--- src/rtl/idll_pkg.sv ---
// Shared types and constants of the indexed doubly linked list.
package idll_pkg;

  localparam int unsigned IdW = 10;

  typedef enum logic [1:0] {
    OP_INS_LEFT  = 2'd0,
    OP_INS_RIGHT = 2'd1,
    OP_REMOVE    = 2'd2,
    OP_READ      = 2'd3
  } op_t;

  typedef enum logic [1:0] {
    ST_DONE       = 2'd0,
    ST_IGNORED    = 2'd1,
    ST_BAD_TARGET = 2'd2,
    ST_BAD_NEW    = 2'd3
  } status_t;

  typedef enum logic [1:0] {
    SQ_CLEAR = 2'd0,
    SQ_IDLE  = 2'd1,
    SQ_EXEC  = 2'd2,
    SQ_FIN   = 2'd3
  } seq_t;

  // Classified command word passed from the front end to the back end
  typedef struct packed {
    op_t            op;
    logic [IdW-1:0] target;
    logic [IdW-1:0] new_id;
    logic           t_zero;
    logic           t_oor;
    logic           n_bad;
  } cmd_t;

  typedef struct packed {
    status_t        status;
    logic [IdW-1:0] prev_id;
    logic [IdW-1:0] next_id;
  } res_t;

endpackage

--- src/rtl/idll_front.sv ---
// Front end: classify incoming words and hold them in a two-entry queue.
module idll_front #(
  parameter int unsigned MAX_ID = 1023
) (
  input  logic                           clk,
  input  logic                           rst_n,
  input  logic                           push,
  output logic                           full,
  input  logic [1:0]                     in_operation,
  input  logic [idll_pkg::IdW-1:0]       in_target_id,
  input  logic [idll_pkg::IdW-1:0]       in_new_id,
  input  logic                           clearing_i,
  output logic                           cmd_valid_o,
  output idll_pkg::cmd_t                 cmd_o,
  input  logic                           cmd_pop_i
);
  import idll_pkg::*;

  cmd_t       q_r [2];
  logic       wr_ptr_r, wr_ptr_nxt;
  logic       rd_ptr_r, rd_ptr_nxt;
  logic [1:0] cnt_r, cnt_nxt;
  logic       accept;
  cmd_t       cmd_new;

  // Classify: range checks against the top id are done once, here
  always_comb begin
    cmd_new.op     = op_t'(in_operation);
    cmd_new.target = in_target_id;
    cmd_new.new_id = in_new_id;
    cmd_new.t_zero = (in_target_id == '0);
    cmd_new.t_oor  = (32'(in_target_id) > MAX_ID);
    cmd_new.n_bad  = (in_new_id == '0) || (32'(in_new_id) > MAX_ID);
  end

  assign full   = (cnt_r == 2'd2) || clearing_i;
  assign accept = push && !full;

  always_comb begin
    wr_ptr_nxt = accept    ? ~wr_ptr_r : wr_ptr_r;
    rd_ptr_nxt = cmd_pop_i ? ~rd_ptr_r : rd_ptr_r;
    cnt_nxt    = cnt_r + {1'b0, accept} - {1'b0, cmd_pop_i};
  end

  always_ff @(posedge clk) begin
    if (!rst_n) begin
      wr_ptr_r <= 1'b0;
      rd_ptr_r <= 1'b0;
      cnt_r    <= 2'd0;
    end else begin
      wr_ptr_r <= wr_ptr_nxt;
      rd_ptr_r <= rd_ptr_nxt;
      cnt_r    <= cnt_nxt;
    end
  end

  always_ff @(posedge clk) begin
    if (accept) begin
      q_r[wr_ptr_r] <= cmd_new;
    end
  end

  assign cmd_valid_o = (cnt_r != 2'd0);
  assign cmd_o       = q_r[rd_ptr_r];

  a_no_pop_empty: assert property (@(posedge clk) disable iff (!rst_n)
    cmd_pop_i |-> cnt_r != 2'd0)
    else $error("command taken from an empty queue");

endmodule

--- config.mk ---
export PLATFORM = sky130hd
export DESIGN_NAME = idll_front
export DESIGN_NICKNAME = d
export VERILOG_FILES = /design/src/rtl/idll_pkg.sv /design/src/rtl/idll_front.sv
export SDC_FILE = /design/constraint.sdc
export NUM_CORES = 1
export LEC_CHECK = 0
export ABC_AREA = 1
export BUFFER_PORTS_ARGS = -buffer_cell sky130_fd_sc_hd__buf_2
export CAP_MARGIN = 20
export CELL_PAD_IN_SITES_DETAIL_PLACEMENT = 2
export CELL_PAD_IN_SITES_GLOBAL_PLACEMENT = 2
export CORE_ASPECT_RATIO = 1.5
export CORE_UTILIZATION = 33
export DETAILED_ROUTE_END_ITERATION = 6
export PLACE_DENSITY_LB_ADDON = 0.1
export SYNTH_ARGS = -nofsm -noshare
export SYNTH_HDL_FRONTEND = slang
export SYNTH_SLANG_ARGS = --single-unit
--- constraint.sdc ---
create_clock -name clk -period 1.8 [get_ports clk]
set_input_delay 0.09 -clock clk [delete_from_list [all_inputs] [get_ports clk]]
set_output_delay 0.09 -clock clk [all_outputs]
set_load 0.05 [all_outputs]
== Word-level counts from Yosys, hierarchy flattened ==
Memory sizes are Yosys's and may differ from the RTL's. A register that Yosys moved wholly into a read port is not among the register bits.
Index checks and enable logic that the tools add are counted.

* Bits in writable memories: 48
* Logic and storage cells: 19
* Bits in registers: 4
* Input port bits: 27
* Memories: 1
* Output and inout bits: 27

{| class="wikitable"
|+ Memories
! memory !! words !! bits a word !! read ports !! clocked after Yosys merged registers in !! wr ports !! RTL line !! text
|-
| q_r || 2 || 24 || 1 || 1 || 1 || idll_front.sv:19 || <nowiki>cmd_t q_r [2];</nowiki>
|}

* Bitwise operators: 2
* Eq/ne operators: 1
* $add $sub $neg: 2
* Reduce and logical (&&, ||, !) cells: 6
* Multiplexer cells: 4

{| class="wikitable"
|+ Operator list
! cell !! number
|-
| zero test 10 bit || 2
|-
| two-way mux 1 bit || 4
|-
| adder 2 x 1 -> 2 bit || 1
|-
| equality test 2 bit, second input constant || 1
|-
| inverter 1 bit || 2
|-
| nonzero test 2 bit || 1
|-
| subtractor 2 x 1 -> 2 bit || 1
|-
| logical AND 1 bit || 1
|-
| zero test 1 bit || 1
|-
| logical OR 1 bit || 1
|}

== Longest topological paths before layout ==
Gate-level depths: netlist (run 1).

* Word-level depth: 6
* Mapped depth: 10
* Gate-level depth less buffers: 10

== Worst setup path before layout (run 1) ==
No wires, ideal clock.

* Path kind: register -> register
* Start: reg cnt_r[0]
* End: mem q_r[0][0] (netlist bit), enable pin
* Cell stages (with the launch flop): 5
* Period minus slack after synthesis: 1.991 ns
* Path slack: -0.191 ns
* Arrival: 1.587 ns
* Library setup time: 0.405 ns
* Path buffers: 0
* Path through: dfxtp_1 > inv_1 > nand2_1 > nand3_1 > nor2_1

* Word-level cells in the longest chain between the ends: 6

{| class="wikitable"
|+ Ends and longest elaborated chain
! what !! RTL line !! text
|-
| from (decl) || idll_front.sv:22 || <nowiki>logic [1:0] cnt_r, cnt_nxt;</nowiki>
|-
| from (signal assigned) || idll_front.sv:53 || <nowiki>cnt_r <= cnt_nxt;</nowiki>
|-
| equality test 2 bit || idll_front.sv:36 || <nowiki>assign full = (cnt_r == 2'd2) || clearing_i;</nowiki>
|-
| logical OR 1 bit || idll_front.sv:36 ||
|-
| zero test 1 bit || idll_front.sv:37 || <nowiki>assign accept = push && !full;</nowiki>
|-
| logical AND 1 bit || idll_front.sv:37 ||
|-
| two-way mux 1 bit || idll_front.sv:58 || <nowiki>if (accept) begin</nowiki>
|-
| two-way mux 1 bit (not written as such) || idll_front.sv:59 || <nowiki>q_r[wr_ptr_r] <= cmd_new;</nowiki>
|-
| to (decl) || idll_front.sv:19 ||
|}

No other way between the ends.

== Worst setup path after layout (run 1) ==
* Start: reg cnt_r[0]
* End: reg cnt_r[1]

* Word-level cells in the longest chain between the ends: 6

{| class="wikitable"
|+ Ends and longest elaborated chain
! what !! RTL line !! text
|-
| equality test 2 bit || idll_front.sv:36 ||
|-
| logical OR 1 bit || idll_front.sv:36 ||
|-
| zero test 1 bit || idll_front.sv:37 ||
|-
| logical AND 1 bit || idll_front.sv:37 ||
|-
| adder 2 x 1 -> 2 bit * || idll_front.sv:42 || <nowiki>cnt_nxt = cnt_r + {1'b0, accept} - {1'b0, cmd_pop_i};</nowiki>
|-
| subtractor 2 x 1 -> 2 bit * || idll_front.sv:42 ||
|}

Mark *: on every way between the ends. The rest lies on a longest branch, timed or not.
A chain may end at the register's enable or synchronous reset.

==> results of run 1 <==
## cell usage in the layout, fill, tap and decap left out
cell	count
nand2_1	10
mux2_4	20
mux2_2	4
dlygate4sd3_1	22
conb_1	1
nor2_2	1
inv_1	7
nand3_2	1
clkbuf_8	5
nor2_1	17
ha_1	2
dfxtp_2	2
nand2_2	1
edfxtp_1	48
nand4_1	1
buf_2	52
or2_2	2
dfxtp_1	3
a21oi_2	1
clkinvlp_4	3
buf_4	8
nand3_1	3
## cell families after synthesis
| logic type | after synthesis | synth area share (%) |
|---|---|---|
| muxes | 24 | 16.0 |
| other | 1 | 0.174 |
| buffers and inverters | 11 | 3.95 |
| DFF | 53 | 71.6 |
| adders and majority gates | 2 | 1.16 |
| and+or+nand+nor | 36 | 6.86 |
| AOI/OAI and AO/OA | 1 | 0.232 |
## final cells by class
cell class | count | area [µm²]
Fill cell | 646 | 3380
Sequential cell | 53 | 1540
Multi-Input combinational cell | 64 | 541
Timing Repair Buffer | 82 | 541
Tap cell | 74 | 92.6
Clock buffer | 5 | 68.8
Inverter | 7 | 26.3
Clock inverter | 3 | 22.5
## timing repair
item | 4_1_cts | 5_1_grt
pin swaps | 0 | 1
hold buffers | 22 | 0
gates resized for setup | 3 | 1
hold endpoints to repair | 44 | 0
setup endpoints to repair | 1 | 1
buffers inserted | 0 | 2
## final timing paths
check | cells after the start | slack, ps | endpoint | start
setup / recovery | 9 | 80 | cnt_r[1] | cnt_r[0]
hold / removal | 3 | 40 | cnt_r[0] | rst_n
setup reg to reg | 9 | 80 | cnt_r[1] | cnt_r[0]
hold reg to reg | 2 | 540 | rd_ptr_r | rd_ptr_r
## routing by layer
| layer | part of all wire, % | up-vias | wire (µm) |
|---|---|---|---|
| li1 | - | 626 | - |
| met1 | 36 | 633 | 1600 |
| met2 | 59 | 34 | 2590 |
| met3 | 3.7 | 5 | 164 |
| met4 | 1.2 | 0 | 55 |
| met5 | 0 | - | 0 |
## critical path, delay by kind of cell (launching register included)
family / cells / cell delay (ps)
buffers and inverters: 2 / 90
flip-flops: 1 / 350
AO/OA/AOI/OAI: 1 / 150
adder cells (fa/ha/maj): 2 / 480
AND/OR/NAND/NOR: 4 / 560
## registers in the layout (all words and copies together), names as in the netlist, named ones only
register and cells:
cnt_r 2, rd_ptr_r 1, q_r 48, wr_ptr_r 1
## through the flow
| step | cells | power, mW | hold slack (ps) |
|---|---|---|---|
| 5_1_grt | 288 | 2.72 | 41.5 |
| 3_5_place_dp | 256 | 1.93 | 289 |
| 3_3_place_gp | 256 | 1.90 | 283 |
| 4_1_cts | 286 | 2.64 | 30.7 |
| 6_report | 288 | 2.62 | 36.3 |
| 2_1_floorplan | 128 | 1.81 | 183 |
## power groups by stage
| stage | combinational (mW) | sequential, mW | clock [mW] |
|---|---|---|---|
| 2_1_floorplan | 0.368 | 1.44 | 0 |
| 3_3_place_gp | 0.456 | 1.45 | 0 |
| 3_5_place_dp | 0.474 | 1.46 | 0 |
| 4_1_cts | 0.516 | 1.43 | 0.698 |
| 5_1_grt | 0.554 | 1.43 | 0.735 |
| 6_report | 0.521 | 1.43 | 0.671 |
==> metrics.txt, run 1 <==
Slowest cell on crit path dfxtp_2; Final Instance Area 2840 µm²; Most used DFF post-synth edfxtp_1; Reg clk slew, reported paths 90 ps; Starting Density 34.6%; startpoint types flip-flop; GRT Total Usage 13.6%; Max Cap Violations 0; CTS root buf clkbuf_8; Net Sw Frac 28.6%; # rows 35; CP Cell Sequence inv_1 > nand2_2 > nand3_2 > ha_1 > inv_1 > ha_1 > or2_2 > a21oi_2 > nor2_1; DR WL/cell 15.3 µm; Int Power 1.87 mW; Vias per Instance 4.51; Clk Latency, worst-skew pair 300 ps; CTS sink count 53; min-delay worst type input pin to flip-flop; Chip Height 101 µm; WP data arrival 1920 ps; Yosys top cell area share 66.9%; critical path type flip-flop to flip-flop; busiest grt layer met2; WP data required 2000 ps; Clk pwr share 25.6%; grt total ovfl 0; Reg power frac 54.5%; Switching Power 0.749 mW; n_diodes 0; CP max stage delay 350 ps; Die X 68.0 µm; largest area contributor in the netlist edfxtp_1; Post-DRT Antenna Nets 0; Max VDD drop 506 µV; M3 GR Usage 2.94%; CTS tree yes; Synth top cells by count edfxtp_1, mux2_4, nor2_1, nand2_1, inv_1; FF+latch count, synth 53; Cell Pwr Density 923 nW/µm²; area of the die 6860 µm²; Final Hold Viols 0; Mapped Avg Cell Area 16.8 µm²; Area after DPL 2500 µm²; vias in the first global route 1455; worst-path maximum fanout 3; largest net degree at the start of global routing 18; met1 GRT Util 13.6%; Vias 1298; share of cells above drive strength 1 46.7%; Final Cycle Share 95.4%; DRT Pass-1 Iters 3; Final Skew 4.54 ps; Net Count, Synth 157; Final WS setup 83.5 ps; num ports 54; CORE AREA 6220 µm²; count of cell types in the netlist 16; clk buf depth 2; PortBufs 52; cell with the most instances after synthesis edfxtp_1; number of DRC markers in iteration 0 51; post-route setup TNS 0 ps; Final Slew Violations 0; Syn Inst Count 128; CTS Buf Count 5; met2 Use GR 26.0%; Syn Std Cell Area 2150 µm²; P&R area growth vs syn 31.7%; DRC 0; Final #Nets 242; minimum clock period 1720 ps; initial antenna violation count 0; status completed; RSZ-0062 raised after global routing false; H-tree lvl count 2; DP Worst Slack -87.8 ps; ys async rst share 0%; combinational share of power 19.9%; Post-synth EDFFs 48; Core Util, Final 45.6%; sequential fraction of the synthesis area 71.6%; first-pass GRT wire length 6.73 mm; hpwl dp 3.12 mm; Routed WL 4.41 mm; leak pwr 1.16 nW; Max Freq 583 MHz; CP Capture Type flip-flop; final setup fails 0; synth warn 0; GPL Wtd Cong 0.618; synth top area cells edfxtp_1, mux2_4, dfxtp_1
(Power assumes the default switching activity.)
==> inputs of run 2 (changes only) <==
BUFFER_PORTS_ARGS = default   (was -buffer_cell sky130_fd_sc_hd__buf_2)
CORE_UTILIZATION = 23   (was 33)
DONT_BUFFER_PORTS = 1   (was default)
==> metrics.txt, run 2 (synthesis results as in run 1) <==
status completed; CTS sink count 53; n_diodes 0; CORE AREA 8930 µm²; WHS 65.9 ps; Vias per Instance 4.16; Max Cap Violations 0; num ports 54; Area after DPL 2280 µm²; H-tree lvl count 2; Final Skew 4.75 ps; first-pass GRT wire length 6.81 mm; Post-CTS Setup Repair Bufs 0; critical path type flip-flop to flip-flop; area of the die 9760 µm²; Die X 81.0 µm; Final #Nets 190; DRC 0; Final Hold Viols 0; largest net degree at the start of global routing 17; vias in the first global route 1309; GPL Wtd Cong 0.626; Max Freq 575 MHz; PortBufs 0; initial antenna violation count 0; grt total ovfl 0; Final Slew Violations 0; CP Cell Sequence inv_1 > nand2_2 > nand3_4 > ha_1 > inv_1 > ha_1 > or2_2 > a21oi_1 > nor2_1; DRT Pass-1 Iters 3; Largest regs q_r x48, cnt_r x2; max reg flops 48; leak pwr 0.997 nW; Chip Height 121 µm; clk buf depth 2; DR WL/cell 16.6 µm; Post-DRT Antenna Nets 0; Final Cycle Share 96.7%; P&R area growth vs syn 25.6%; CTS tree yes; WP data arrival 1920 ps; Final WS setup 59.9 ps; Clk Latency, worst-skew pair 290 ps; GRT Total Usage 10.1%; Routed WL 4.52 mm; worst-path maximum fanout 3; # rows 42; hpwl dp 3.14 mm; FILL cells 954; share of cells above drive strength 1 27.2%; number of DRC markers in iteration 0 55; final setup fails 0; Vias 1131; CTS Buf Count 5; WP data required 1980 ps; commonest cells after routing, fill and taps aside edfxtp_1, dlygate4sd3_1, mux2_4; minimum clock period 1740 ps; Core Util, Final 30.3%; Reg clk slew, reported paths 60 ps; min-delay worst type input pin to flip-flop; Max VDD drop 395 µV; CP max stage delay 340 ps; CTS root buf clkbuf_16; Cell Pwr Density 1090 nW/µm²; startpoint types flip-flop; DP Worst Slack -103 ps; CP Capture Type flip-flop; most common cell after layout, fill and taps aside edfxtp_1; Starting Density 24.1%; Biggest register q_r; Final Instance Area 2700 µm²; total power 2.94 mW; Slowest cell on crit path dfxtp_2
[run 2: cell count changes in the layout (fill, tap and decap cells not counted), sizes merged]
cell | before | now
clkinvlp | 3 | 1
dlygate4sd3 | 22 | 24
buf | 60 | 6
clkinv | 0 | 1
bufinv | 0 | 1
[run 2: path summary, 6_finish.rpt]
check | to | slack, ps | cells past startpoint | startpoint
max reg2reg | cnt_r[1] | 60 | 9 | cnt_r[0]
min | wr_ptr_r | 70 | 4 | push
min reg2reg | rd_ptr_r | 520 | 2 | rd_ptr_r
max | cnt_r[1] | 60 | 9 | cnt_r[0]
[run 2: per-layer routing]
metal  global-route usage (%)  vias up  part of all wire, %
li1                         -      519                    -
met1                     9.00      571                   32
met2                     19.1       34                   59
met3                     3.55        7                  6.6
met4                     5.02        0                  2.1
met5                        0        -                    0
[run 2: what timing repair did]
action | in CTS | in global routing
resized for setup | 3 | 1
setup endpoints to repair | 1 | 1
hold endpoints to repair | 49 | 0
hold buffers | 24 | 0
pin swaps | 0 | 0
[run 2: final cells by class]
| cell class | count | area [µm²] | area share [%] |
|---|---|---|---|
| well taps | 110 | 138 | 5.09 |
| clock buffers | 5 | 125 | 4.63 |
| inverters | 7 | 26.3 | 0.972 |
| repair buffers | 30 | 285 | 10.6 |
| clock inverters | 3 | 41.3 | 1.53 |
| flip-flops and latches | 53 | 1540 | 57.1 |
| multi-input cells | 64 | 544 | 20.1 |
[run 2: critical path, delay by kind of cell (launching register included)]
family	cells	cell delay, ps
AOI/OAI and AO/OA	1	150
adders and majority gates	2	470
buffers and inverters	2	110
DFF	1	340
and+or+nand+nor	4	560
[run 2: report_power, final]
part | leakage (nW) | total (mW) | internal [mW] | switching (mW)
logic | 0.432 | 0.448 | 0.147 | 0.301
registers | 0.488 | 1.43 | 1.40 | 0.0296
clock network | 0.0775 | 1.06 | 0.651 | 0.407
total | 0.997 | 2.94 | 2.20 | 0.737
[run 2: metrics by stage]
step | TNS (ps) | cells
floorplan | 0 | 128
global placement | 0 | 240
detailed placement | -103 | 240
CTS | 0 | 272
global route | -1.19 | 272
finish | 0 | 272
